==> src/design/plid_pkg.sv <==
`default_nettype none

package plid_pkg;

    // Field widths of the request and result items.
    localparam int DATA_W       = 32;
    localparam int POS_W        = 8;
    localparam int LEN_FIELD_W  = 5;
    localparam int STATUS_W     = 2;

    // Default list capacity.
    localparam int CAPACITY_DEF = 16;

    // Command codes carried in the request tuser field.
    localparam logic CMD_INSERT = 1'b0;
    localparam logic CMD_DELETE = 1'b1;

    typedef enum logic [STATUS_W-1:0] {
        ST_OK     = 2'd0,
        ST_BADPOS = 2'd1,
        ST_FULL   = 2'd2
    } t_status;

    // Shift command broadcast to every cell of the chain in the same cycle.
    typedef struct packed {
        logic              ins;
        logic              del;
        logic [POS_W-1:0]  idx;
        logic [DATA_W-1:0] value;
    } t_cmd;

endpackage

`default_nettype wire

==> src/design/plid_cell.sv <==
`default_nettype none

module plid_cell #(
    parameter int IDX = 0
) (
    input  wire logic                          i_clk,
    input  wire plid_pkg::t_cmd                i_cmd,
    input  wire logic [plid_pkg::DATA_W-1:0]   i_left,
    input  wire logic [plid_pkg::DATA_W-1:0]   i_right,
    output logic      [plid_pkg::DATA_W-1:0]   o_data,
    output logic      [plid_pkg::DATA_W-1:0]   o_tap
);
    import plid_pkg::*;

    localparam logic [POS_W-1:0] MY_IDX = POS_W'(IDX);

    logic [DATA_W-1:0] r_data;
    logic [DATA_W-1:0] n_data;
    logic              w_hit;
    logic              w_after;

    assign w_hit   = (i_cmd.idx == MY_IDX);
    assign w_after = (MY_IDX > i_cmd.idx);

    // An insert opens a gap at the target and moves later entries one place
    // toward the tail; a delete pulls the target and later entries toward
    // the head.
    always_comb begin
        n_data = r_data;
        if (i_cmd.ins) begin
            if (w_after) begin
                n_data = i_left;
            end else if (w_hit) begin
                n_data = i_cmd.value;
            end
        end else if (i_cmd.del && (w_after || w_hit)) begin
            n_data = i_right;
        end
    end

    always_ff @(posedge i_clk) begin
        r_data <= n_data;
    end

    assign o_data = r_data;
    assign o_tap  = w_hit ? r_data : '0;

endmodule

`default_nettype wire

==> src/design/positional_list_insert_delete_unit.sv <==
`default_nettype none

// Positional list unit. It keeps an ordered list of up to CAPACITY signed
// 32-bit values in a row of cells, one entry per cell. A request either
// inserts a value at a 1-based position (1 to length+1) or deletes the entry
// at a position (1 to length); every request produces exactly one result
// carrying a status, the inserted or removed value (zero on any error) and
// the list length after the request. A bad position gives status 1 and a
// valid insert into a full list gives status 2; in both cases the list is
// unchanged. The unit completes one request per clock cycle: every cell
// compares its own place with the target position and loads its left or
// right neighbor in the same cycle, and the removed value is gathered by an
// AND-OR select over all cells, which together set the cycle's logic depth.
// Results leave through an output register, so a new request is taken while
// a result waits, as long as the downstream side accepts it in that cycle.
// List contents are undefined after reset; only the length is cleared, and
// only entries below the length are ever returned.
module positional_list_insert_delete_unit #(
    parameter int CAPACITY = plid_pkg::CAPACITY_DEF
) (
    input  wire logic        i_clk,
    input  wire logic        i_rst_n,
    // Request channel.
    input  wire logic        i_s_axis_tvalid,
    output logic             o_s_axis_tready,
    input  wire logic [39:0] i_s_axis_tdata,   // [7:0] position, [39:8] value
    input  wire logic [0:0]  i_s_axis_tuser,   // [0] command (0 insert, 1 delete)
    // Result channel.
    output logic             o_m_axis_tvalid,
    input  wire logic        i_m_axis_tready,
    output logic      [39:0] o_m_axis_tdata,   // [31:0] result_value,
                                               // [36:32] list_length, rest zero
    output logic      [1:0]  o_m_axis_tuser    // [1:0] status
);
    import plid_pkg::*;

    // Length register holds 0..CAPACITY.
    localparam int LW   = $clog2(CAPACITY + 1);
    // Compare width for position against length + 1.
    localparam int CW   = POS_W + 1;
    localparam int LEXT = LW + LEN_FIELD_W;

    // Request fields.
    logic              w_cmd;
    logic [POS_W-1:0]  w_pos;
    logic [DATA_W-1:0] w_value;

    assign w_cmd   = i_s_axis_tuser[0];
    assign w_pos   = i_s_axis_tdata[POS_W-1:0];
    assign w_value = i_s_axis_tdata[POS_W +: DATA_W];

    // Handshake: the output register frees up whenever the result is taken.
    logic r_out_valid;
    logic w_acc;

    assign o_s_axis_tready = !r_out_valid || i_m_axis_tready;
    assign w_acc           = i_s_axis_tvalid && o_s_axis_tready;

    // Length and request checking.
    logic [LW-1:0] r_len;
    logic [LW-1:0] n_len;
    logic [CW-1:0] w_pos_c;
    logic [CW-1:0] w_len_c;
    logic          w_is_del;
    logic          w_bad;
    logic          w_full;
    t_status       w_status;

    assign w_is_del = (w_cmd == CMD_DELETE);
    assign w_pos_c  = CW'(w_pos);
    assign w_len_c  = CW'(r_len);
    assign w_full   = (r_len == LW'(CAPACITY));

    always_comb begin
        if (w_is_del) begin
            w_bad = (w_pos == '0) || (w_pos_c > w_len_c);
        end else begin
            w_bad = (w_pos == '0) || (w_pos_c > (w_len_c + CW'(1)));
        end
        if (w_bad) begin
            w_status = ST_BADPOS;
        end else if (!w_is_del && w_full) begin
            w_status = ST_FULL;
        end else begin
            w_status = ST_OK;
        end
    end

    // Command broadcast along the cell row; only successful requests shift.
    t_cmd w_cmd_bus;

    assign w_cmd_bus.ins   = w_acc && (w_status == ST_OK) && !w_is_del;
    assign w_cmd_bus.del   = w_acc && (w_status == ST_OK) && w_is_del;
    assign w_cmd_bus.idx   = w_pos - POS_W'(1);
    assign w_cmd_bus.value = w_value;

    always_comb begin
        n_len = r_len;
        if (w_cmd_bus.ins) begin
            n_len = r_len + LW'(1);
        end else if (w_cmd_bus.del) begin
            n_len = r_len - LW'(1);
        end
    end

    always_ff @(posedge i_clk) begin
        if (!i_rst_n) begin
            r_len <= '0;
        end else begin
            r_len <= n_len;
        end
    end

    // Row of cells. Each cell sees its left and right neighbor; the head cell
    // never shifts right and the tail cell pulls in zero on delete.
    logic [DATA_W-1:0] w_data [CAPACITY];
    logic [DATA_W-1:0] w_tap  [CAPACITY];

    for (genvar g = 0; g < CAPACITY; g++) begin : g_cell
        logic [DATA_W-1:0] w_left;
        logic [DATA_W-1:0] w_right;

        if (g == 0) begin : g_head
            assign w_left = w_value;
        end else begin : g_mid_l
            assign w_left = w_data[g-1];
        end

        if (g == CAPACITY - 1) begin : g_tail
            assign w_right = '0;
        end else begin : g_mid_r
            assign w_right = w_data[g+1];
        end

        plid_cell #(
            .IDX (g)
        ) u_cell (
            .i_clk   (i_clk),
            .i_cmd   (w_cmd_bus),
            .i_left  (w_left),
            .i_right (w_right),
            .o_data  (w_data[g]),
            .o_tap   (w_tap[g])
        );
    end

    // Only the target cell drives its tap, so an OR gathers the removed entry.
    logic [DATA_W-1:0] w_removed;

    always_comb begin
        w_removed = '0;
        for (int k = 0; k < CAPACITY; k++) begin
            w_removed = w_removed | w_tap[k];
        end
    end

    // Result register.
    t_status           r_out_status;
    logic [DATA_W-1:0] r_out_value;
    logic [LEXT-1:0]   w_len_ext;

    assign w_len_ext = LEXT'(n_len);

    always_ff @(posedge i_clk) begin
        if (!i_rst_n) begin
            r_out_valid <= 1'b0;
        end else if (w_acc) begin
            r_out_valid <= 1'b1;
        end else if (i_m_axis_tready) begin
            r_out_valid <= 1'b0;
        end
    end

    logic [LEN_FIELD_W-1:0] r_out_len;

    always_ff @(posedge i_clk) begin
        if (w_acc) begin
            r_out_status <= w_status;
            r_out_len    <= w_len_ext[LEN_FIELD_W-1:0];
            if (w_status != ST_OK) begin
                r_out_value <= '0;
            end else if (w_is_del) begin
                r_out_value <= w_removed;
            end else begin
                r_out_value <= w_value;
            end
        end
    end

    assign o_m_axis_tvalid = r_out_valid;
    assign o_m_axis_tuser  = r_out_status;
    assign o_m_axis_tdata  = {3'b000, r_out_len, r_out_value};

`ifndef SYNTHESIS
    // The length can never pass the capacity.
    a_len_bound: assert property (@(posedge i_clk) disable iff (!i_rst_n)
        (CW'(r_len) <= CW'(CAPACITY)))
        else $error("list length exceeds capacity");

    // A rejected request leaves the length alone and returns a zero value.
    a_err_hold: assert property (@(posedge i_clk) disable iff (!i_rst_n)
        (w_acc && (w_status != ST_OK)) |=>
        ((r_len == $past(r_len)) && (r_out_value == '0)))
        else $error("rejected request changed the list or returned data");

    // A successful delete shrinks the list by exactly one entry.
    a_del_len: assert property (@(posedge i_clk) disable iff (!i_rst_n)
        (w_cmd_bus.del) |=> (r_len == ($past(r_len) - LW'(1))))
        else $error("delete did not shorten the list by one");

    // The result reports the length that the list holds after the request.
    a_len_echo: assert property (@(posedge i_clk) disable iff (!i_rst_n)
        (w_acc) |=> (LEXT'(r_out_len) == (LEXT'(r_len) & LEXT'(5'h1f))))
        else $error("reported length disagrees with list length");
`endif

endmodule

`default_nettype wire
==> config.mk <==
export PLATFORM = sky130hd
export DESIGN_NAME = positional_list_insert_delete_unit
export DESIGN_NICKNAME = d
export VERILOG_FILES = /design/src/design/plid_pkg.sv /design/src/design/plid_cell.sv /design/src/design/positional_list_insert_delete_unit.sv
export SDC_FILE = /design/constraint.sdc
export NUM_CORES = 1
export LEC_CHECK = 0
export ABC_AREA = 1
export BUFFER_PORTS_ARGS = -buffer_cell sky130_fd_sc_hd__buf_2
export CORE_AREA = 2 2 346 348
export CTS_BUF_LIST = sky130_fd_sc_hd__clkbuf_4 sky130_fd_sc_hd__clkbuf_8 sky130_fd_sc_hd__clkbuf_16
export DETAILED_ROUTE_END_ITERATION = 6
export DIE_AREA = 0 0 348 350
export MAX_ROUTING_LAYER = met4
export PLACE_DENSITY_LB_ADDON = 0.1
export SLEW_MARGIN = 30
export SYNTH_ARGS = -nofsm -noshare
export SYNTH_HDL_FRONTEND = slang
export SYNTH_HIERARCHICAL = 1
export SYNTH_SLANG_ARGS = --single-unit
export TNS_END_PERCENT = 30
==> constraint.sdc <==
create_clock -name i_clk -period 18.55 [get_ports i_clk]
set_clock_uncertainty 0.15 [all_clocks]
set_input_delay 1.855 -clock i_clk [delete_from_list [all_inputs] [get_ports i_clk]]
set_output_delay 1.855 -clock i_clk [all_outputs]
set_load 0.01 [all_outputs]
# Yosys cells after proc, flatten, opt, wreduce, memory -nomap -nowiden
# Index checks and enable logic that the tools add are counted.
# word_totals
ram_bits,0
inputBits,45
latch_bits,0
out_inout_bits,44
n_memories,0
word_cells,257
reg_bits,557
rom_bits,0
# classes
div_mod_pow,0
reduce_logical,79
bitwise_logic,15
multipliers,0
n_lt_le_gt_ge,18
addsub,4
n_mux,88
n_shift,0
n_eq_ne,32
# op_table
op,count
$mux W32,81
$or A32 B32 Y32,15
$eq A8 B4 Y1 const B,8
$gt A4 B8 Y1 const A,8
$ne A3 B1 Y1 const B,15
$reduce_bool A2 Y1,18
$eq A8 B3 Y1 const B,4
$gt A3 B8 Y1 const A,4
$reduce_and A2 Y1,16
$logic_and A1 B1 Y1,21
$logic_or A1 B1 Y1,19
$eq A8 B2 Y1 const B,2
$gt A1 B8 Y1 const A,2
$gt A2 B8 Y1 const A,2
$logic_not A8 Y1,2
$mux W5,2
$eq A8 B1 Y1 const B,1
$gt A8 B5 Y1,1
$gt A8 B6 Y1,1
$sub A8 B1 Y8 const B,1
$add A5 B1 Y6 const B,1
$add A5 B1 Y5 const B,1
$eq A5 B5 Y1 const B,1
$sub A5 B1 Y5 const B,1
5 further kinds,9

# Longest topological paths before layout
# logic_depth
ltp_word,19
mapped_depth,21

# By module
# Netlist, hierarchy kept.
# modules_own_cells
module,area_per_inst_um2,n_inst,cells_per_inst
positional_list_insert_delete_unit,3629.7,1,429
plid_cell (g_cell[4].u_cell),2434.8,1,356
plid_cell (g_cell[5].u_cell),2428.6,1,353
plid_cell (g_cell[2].u_cell),2419.8,1,353
plid_cell (g_cell[1].u_cell),2408.6,1,361
plid_cell (g_cell[9].u_cell),2407.3,1,358
plid_cell (g_cell[12].u_cell),2396.0,1,352
plid_cell (g_cell[11].u_cell),2388.5,1,326
plid_cell (g_cell[10].u_cell),2371.0,1,362
plid_cell (g_cell[8].u_cell),2358.5,1,354
plid_cell (g_cell[7].u_cell),2348.5,1,324
plid_cell (g_cell[14].u_cell),2344.7,1,354
plid_cell (g_cell[15].u_cell),2337.2,1,355
plid_cell (g_cell[13].u_cell),2293.4,1,352
3 more rows,n/a,n/a,n/a

# Worst setup path after synthesis
# No wires, ideal clock.
# synth_timing
path_type,input to register
start,in i_s_axis_tdata[0]
end,reg g_cell[8].u_cell.r_data[0] (enable)
required_ns,17.932
arrival_time_ns,6.514
stages,13
setup_slack_ns,11.418
cell_sequence,inv_1 ha_1 nand3b_1 nor2_1 a21oi_1 nand2_2 nand3_1 nor2_2 nand2_2 inv_1 clkbuf_1 nor2_1 nor3b_1
# synth_lines
item,line,source
start: declaration,positional_list_insert_delete_unit.sv:26,"input wire logic [39:0] i_s_axis_tdata,"
end signal: assignment,plid_cell.sv:42,r_data <= n_data;
end: declaration,plid_cell.sv:17,logic [DATA_W-1:0] r_data;

==> reports/results.ini <==
[synth]
synth_top_cell_by_area=edfxtp_1
synth_cells=5837
synth-seq-cells=557
synth_cell_types=55
synth_edf_count=551
synth_area_leaders=edfxtp_1 (40%), inv_1 (13%), nand2_1 (13%)
synth_top_area_share_pct=40.2
syn_area_per_cell_um2=7.05
syn_area_mm2=0.0411
async_reset_ff_share_pct=0
yosysSeqAreaShare_pct=40.5
ys.flop_type=edfxtp_1
yosys_warnings=6

[power]
power.internal_w=0.00240
peakVddDrop_uv=57.2
seqPwrFrac_pct=42.3
p_sw_w=0.000884
powerDensity_mw_per_mm2=72.9
comb_power_share_pct=10.4
power_leakage_nw=23.4
switching_share_pct=26.9
clockPowerShare_pct=47.2

[sta]
max_freq_ghz=0.150
drv_slew=0
worst_pin_slew_ns=1.13
hold_violations=0
totalNegativeSetupSlack_ns=0
grt_setup_unrepaired=false
final-setup-viol-count=0
slew_headroom_pct=24.2
period_share_pct=35.9
period_minus_slack_ns=6.66

[place]
dp.cells=7236
port_buffers=85
place.detailed.hpwl_mm=108
place_congestion=0.867

[drt]
avgRoutedWirePerCell_um=22.2
wl_mm=163
num_vias=37200
drt-vias-per-instance=5.05
drt_iter0_markers=4148
drt_pass1_iterations=6
ant_nets=0
drc=0

[clocking]
cts_tree=done
cts-buffers-inserted=75
cts_max_level=3
holdBufCountCts=0
root_buffer=clkbuf_16
cts.clk_slew.worst_paths_ns=0.06
cts_resized=0
clk_latency_ns=0.65
clock_path_buffers=3
cts_setup_buffers=0
cts.sinks=557

[worst_setup_path]
arrival_ns=6.83
rr_startpoint=r_len[0]
crit_path_top_delay_cell=buf_12
crit_path_start=i_s_axis_tdata[0]
end_kind=flip-flop
critPathMaxStageDelay_ns=0.73
path_max_fanout=169
setup.worst_path.class=input pin to flip-flop
crit_required_ns=18.72
path_common_cell=nand2_1
startpoint_type=input pin
crit_chain=buf_2, inv_1, buf_4, ha_1, inv_1, nand2_1, nand2_1, nand2_1, nand2_1, nand2_1, nand2_1, nand2_2, and2_1, nand3_1, nor2_2, nand2_2, inv_8, buf_12, buf_12, nor2_1, nor3b_2, buf_4

[grt]
grt_max_degree=170
grt_pass1_wl_mm=241
overflow=0
grt_usage_pct=27.1
antenna_found_initial=8
grt_pass1_vias=34800

[floorplan]
coreArea_mm2=0.118
boundaryPins=89
start_util_pct=34.9
chipWidth_um=348
row_count=126
die_h_um=350
dieArea_mm2=0.122

[cells_and_area]
syn_to_final_growth_pct=9.64
seqCellArea_mm2=0.0167
fin_nets=5838
drive_above_1_share_pct=10.0
stdcell_count=7375
multi_input_area_mm2=0.0172
num-fill-cells=12500

[min_path]
hold_start=o_m_axis_tvalid
hp-class=flip-flop to flip-flop

[flow_run]
max_cap_viol_count=0

[status]
status=complete, no violations

## cells in the mapped netlist, types with 31 or more instances
cell,instances
edfxtp_1,551
buf_6,56
nor2_1,433
buf_2,110
nor2_2,85
nand3_1,776
nor3_2,31
inv_1,1476
nor2_4,37
o21bai_1,64
clkbuf_1,111
and3_1,32
nand4_1,197
nand2_1,1455
nor4_1,128
buf_1,35
a31oi_1,32
## power groups by stage
stage	Combinational (W)	Clock [W]	Sequential [W]
6_report	0.000343	0.00155	0.00139
5_1_grt	0.000373	0.00162	0.00139
4_1_cts	0.000338	0.00159	0.00139
3_5_place_dp	0.000338	0	0.00142
3_3_place_gp	0.000334	0	0.00142
2_1_floorplan	0.000214	0	0.00142
## sequential cells by signal, indices dropped and copies added, names as in the netlist
signal	flops
r_len	5
o_m_axis_tvalid	1
r_out_value	32
g_cell.u_cell/o_data	512
o_m_axis_tuser	2
r_out_len	5
## cell type report
| cell class | count | area share, % |
|---|---|---|
| flip-flops and latches | 557 | 37.0 |
| clock inverters | 40 | 0.993 |
| well taps | 1536 | 4.26 |
| repair buffers | 167 | 2.45 |
| clock buffers | 93 | 4.62 |
| inverters | 1495 | 12.5 |
| diodes | 5 | 0.0277 |
| multi-input cells | 3482 | 38.2 |
## layer usage
metal	global-route usage (%)	up-vias	wire length [µm]
li1	-	18000	-
met4	6.42	0	3260
met1	38.9	17500	76400
met5	-	-	0
met2	39.4	1532	69500
met3	4.60	209	14300
## critical path, delay by kind of cell
| kind | cells | cell delay (ns) |
|---|---|---|
| buf+inv | 8 | 2.77 |
| fa+ha+maj | 1 | 0.24 |
| simple gates | 13 | 1.78 |
## path summary, 6_finish.rpt
kind / to / cells past startpoint / slack (ns)
worst max-delay path: g_cell[8].u_cell/o_data[13] / 22 / 11.89
worst min-delay path: o_m_axis_tvalid / 2 / 0.36
worst max register to register: g_cell[8].u_cell/o_data[13] / 19 / 12.55
worst min register to register: o_m_axis_tvalid / 2 / 0.36
## cell families after synthesis
group / after synthesis / synth area share (%)
other cells: 1 / 0.00912
flops: 557 / 40.5
mux: 32 / 1.14
compound gates: 151 / 2.47
simple gates: 3237 / 36.7
fa+ha+maj: 15 / 0.456
xor+xnor: 12 / 0.256
buf+inv: 1832 / 18.5
## through the flow
stage / hold WS, ns / util (%) / setup WS, ns / instance area (µm²) / power (W)
3_3_place_gp: 0.344 / 36.0 / 11.23 / 42400 / 0.00175
3_5_place_dp: 0.358 / 36.1 / 11.24 / 42500 / 0.00176
6_report: 0.359 / 38.3 / 11.89 / 45100 / 0.00329
2_1_floorplan: 0.357 / - / 11.42 / 41300 / 0.00163
4_1_cts: 0.367 / 38.2 / 11.91 / 45000 / 0.00332
5_1_grt: 0.397 / 38.3 / 11.53 / 45100 / 0.00339
## placed cells by master (no fill, tap or decap), types with 29 or more instances in the layout
cell / instances
o21bai_1: 64
nor2_4: 44
edfxtp_1: 551
nor2_1: 428
nand2_1: 1454
conb_1: 35
inv_1: 1464
nor2_2: 83
buf_2: 85
mux2_4: 29
clkbuf_16: 79
nand4_1: 197
buf_4: 78
a31oi_1: 32
nor3_2: 32
nand3_1: 775
nor4_1: 118
and3_1: 32
Note: power is estimated with default switching activity, not from simulation.
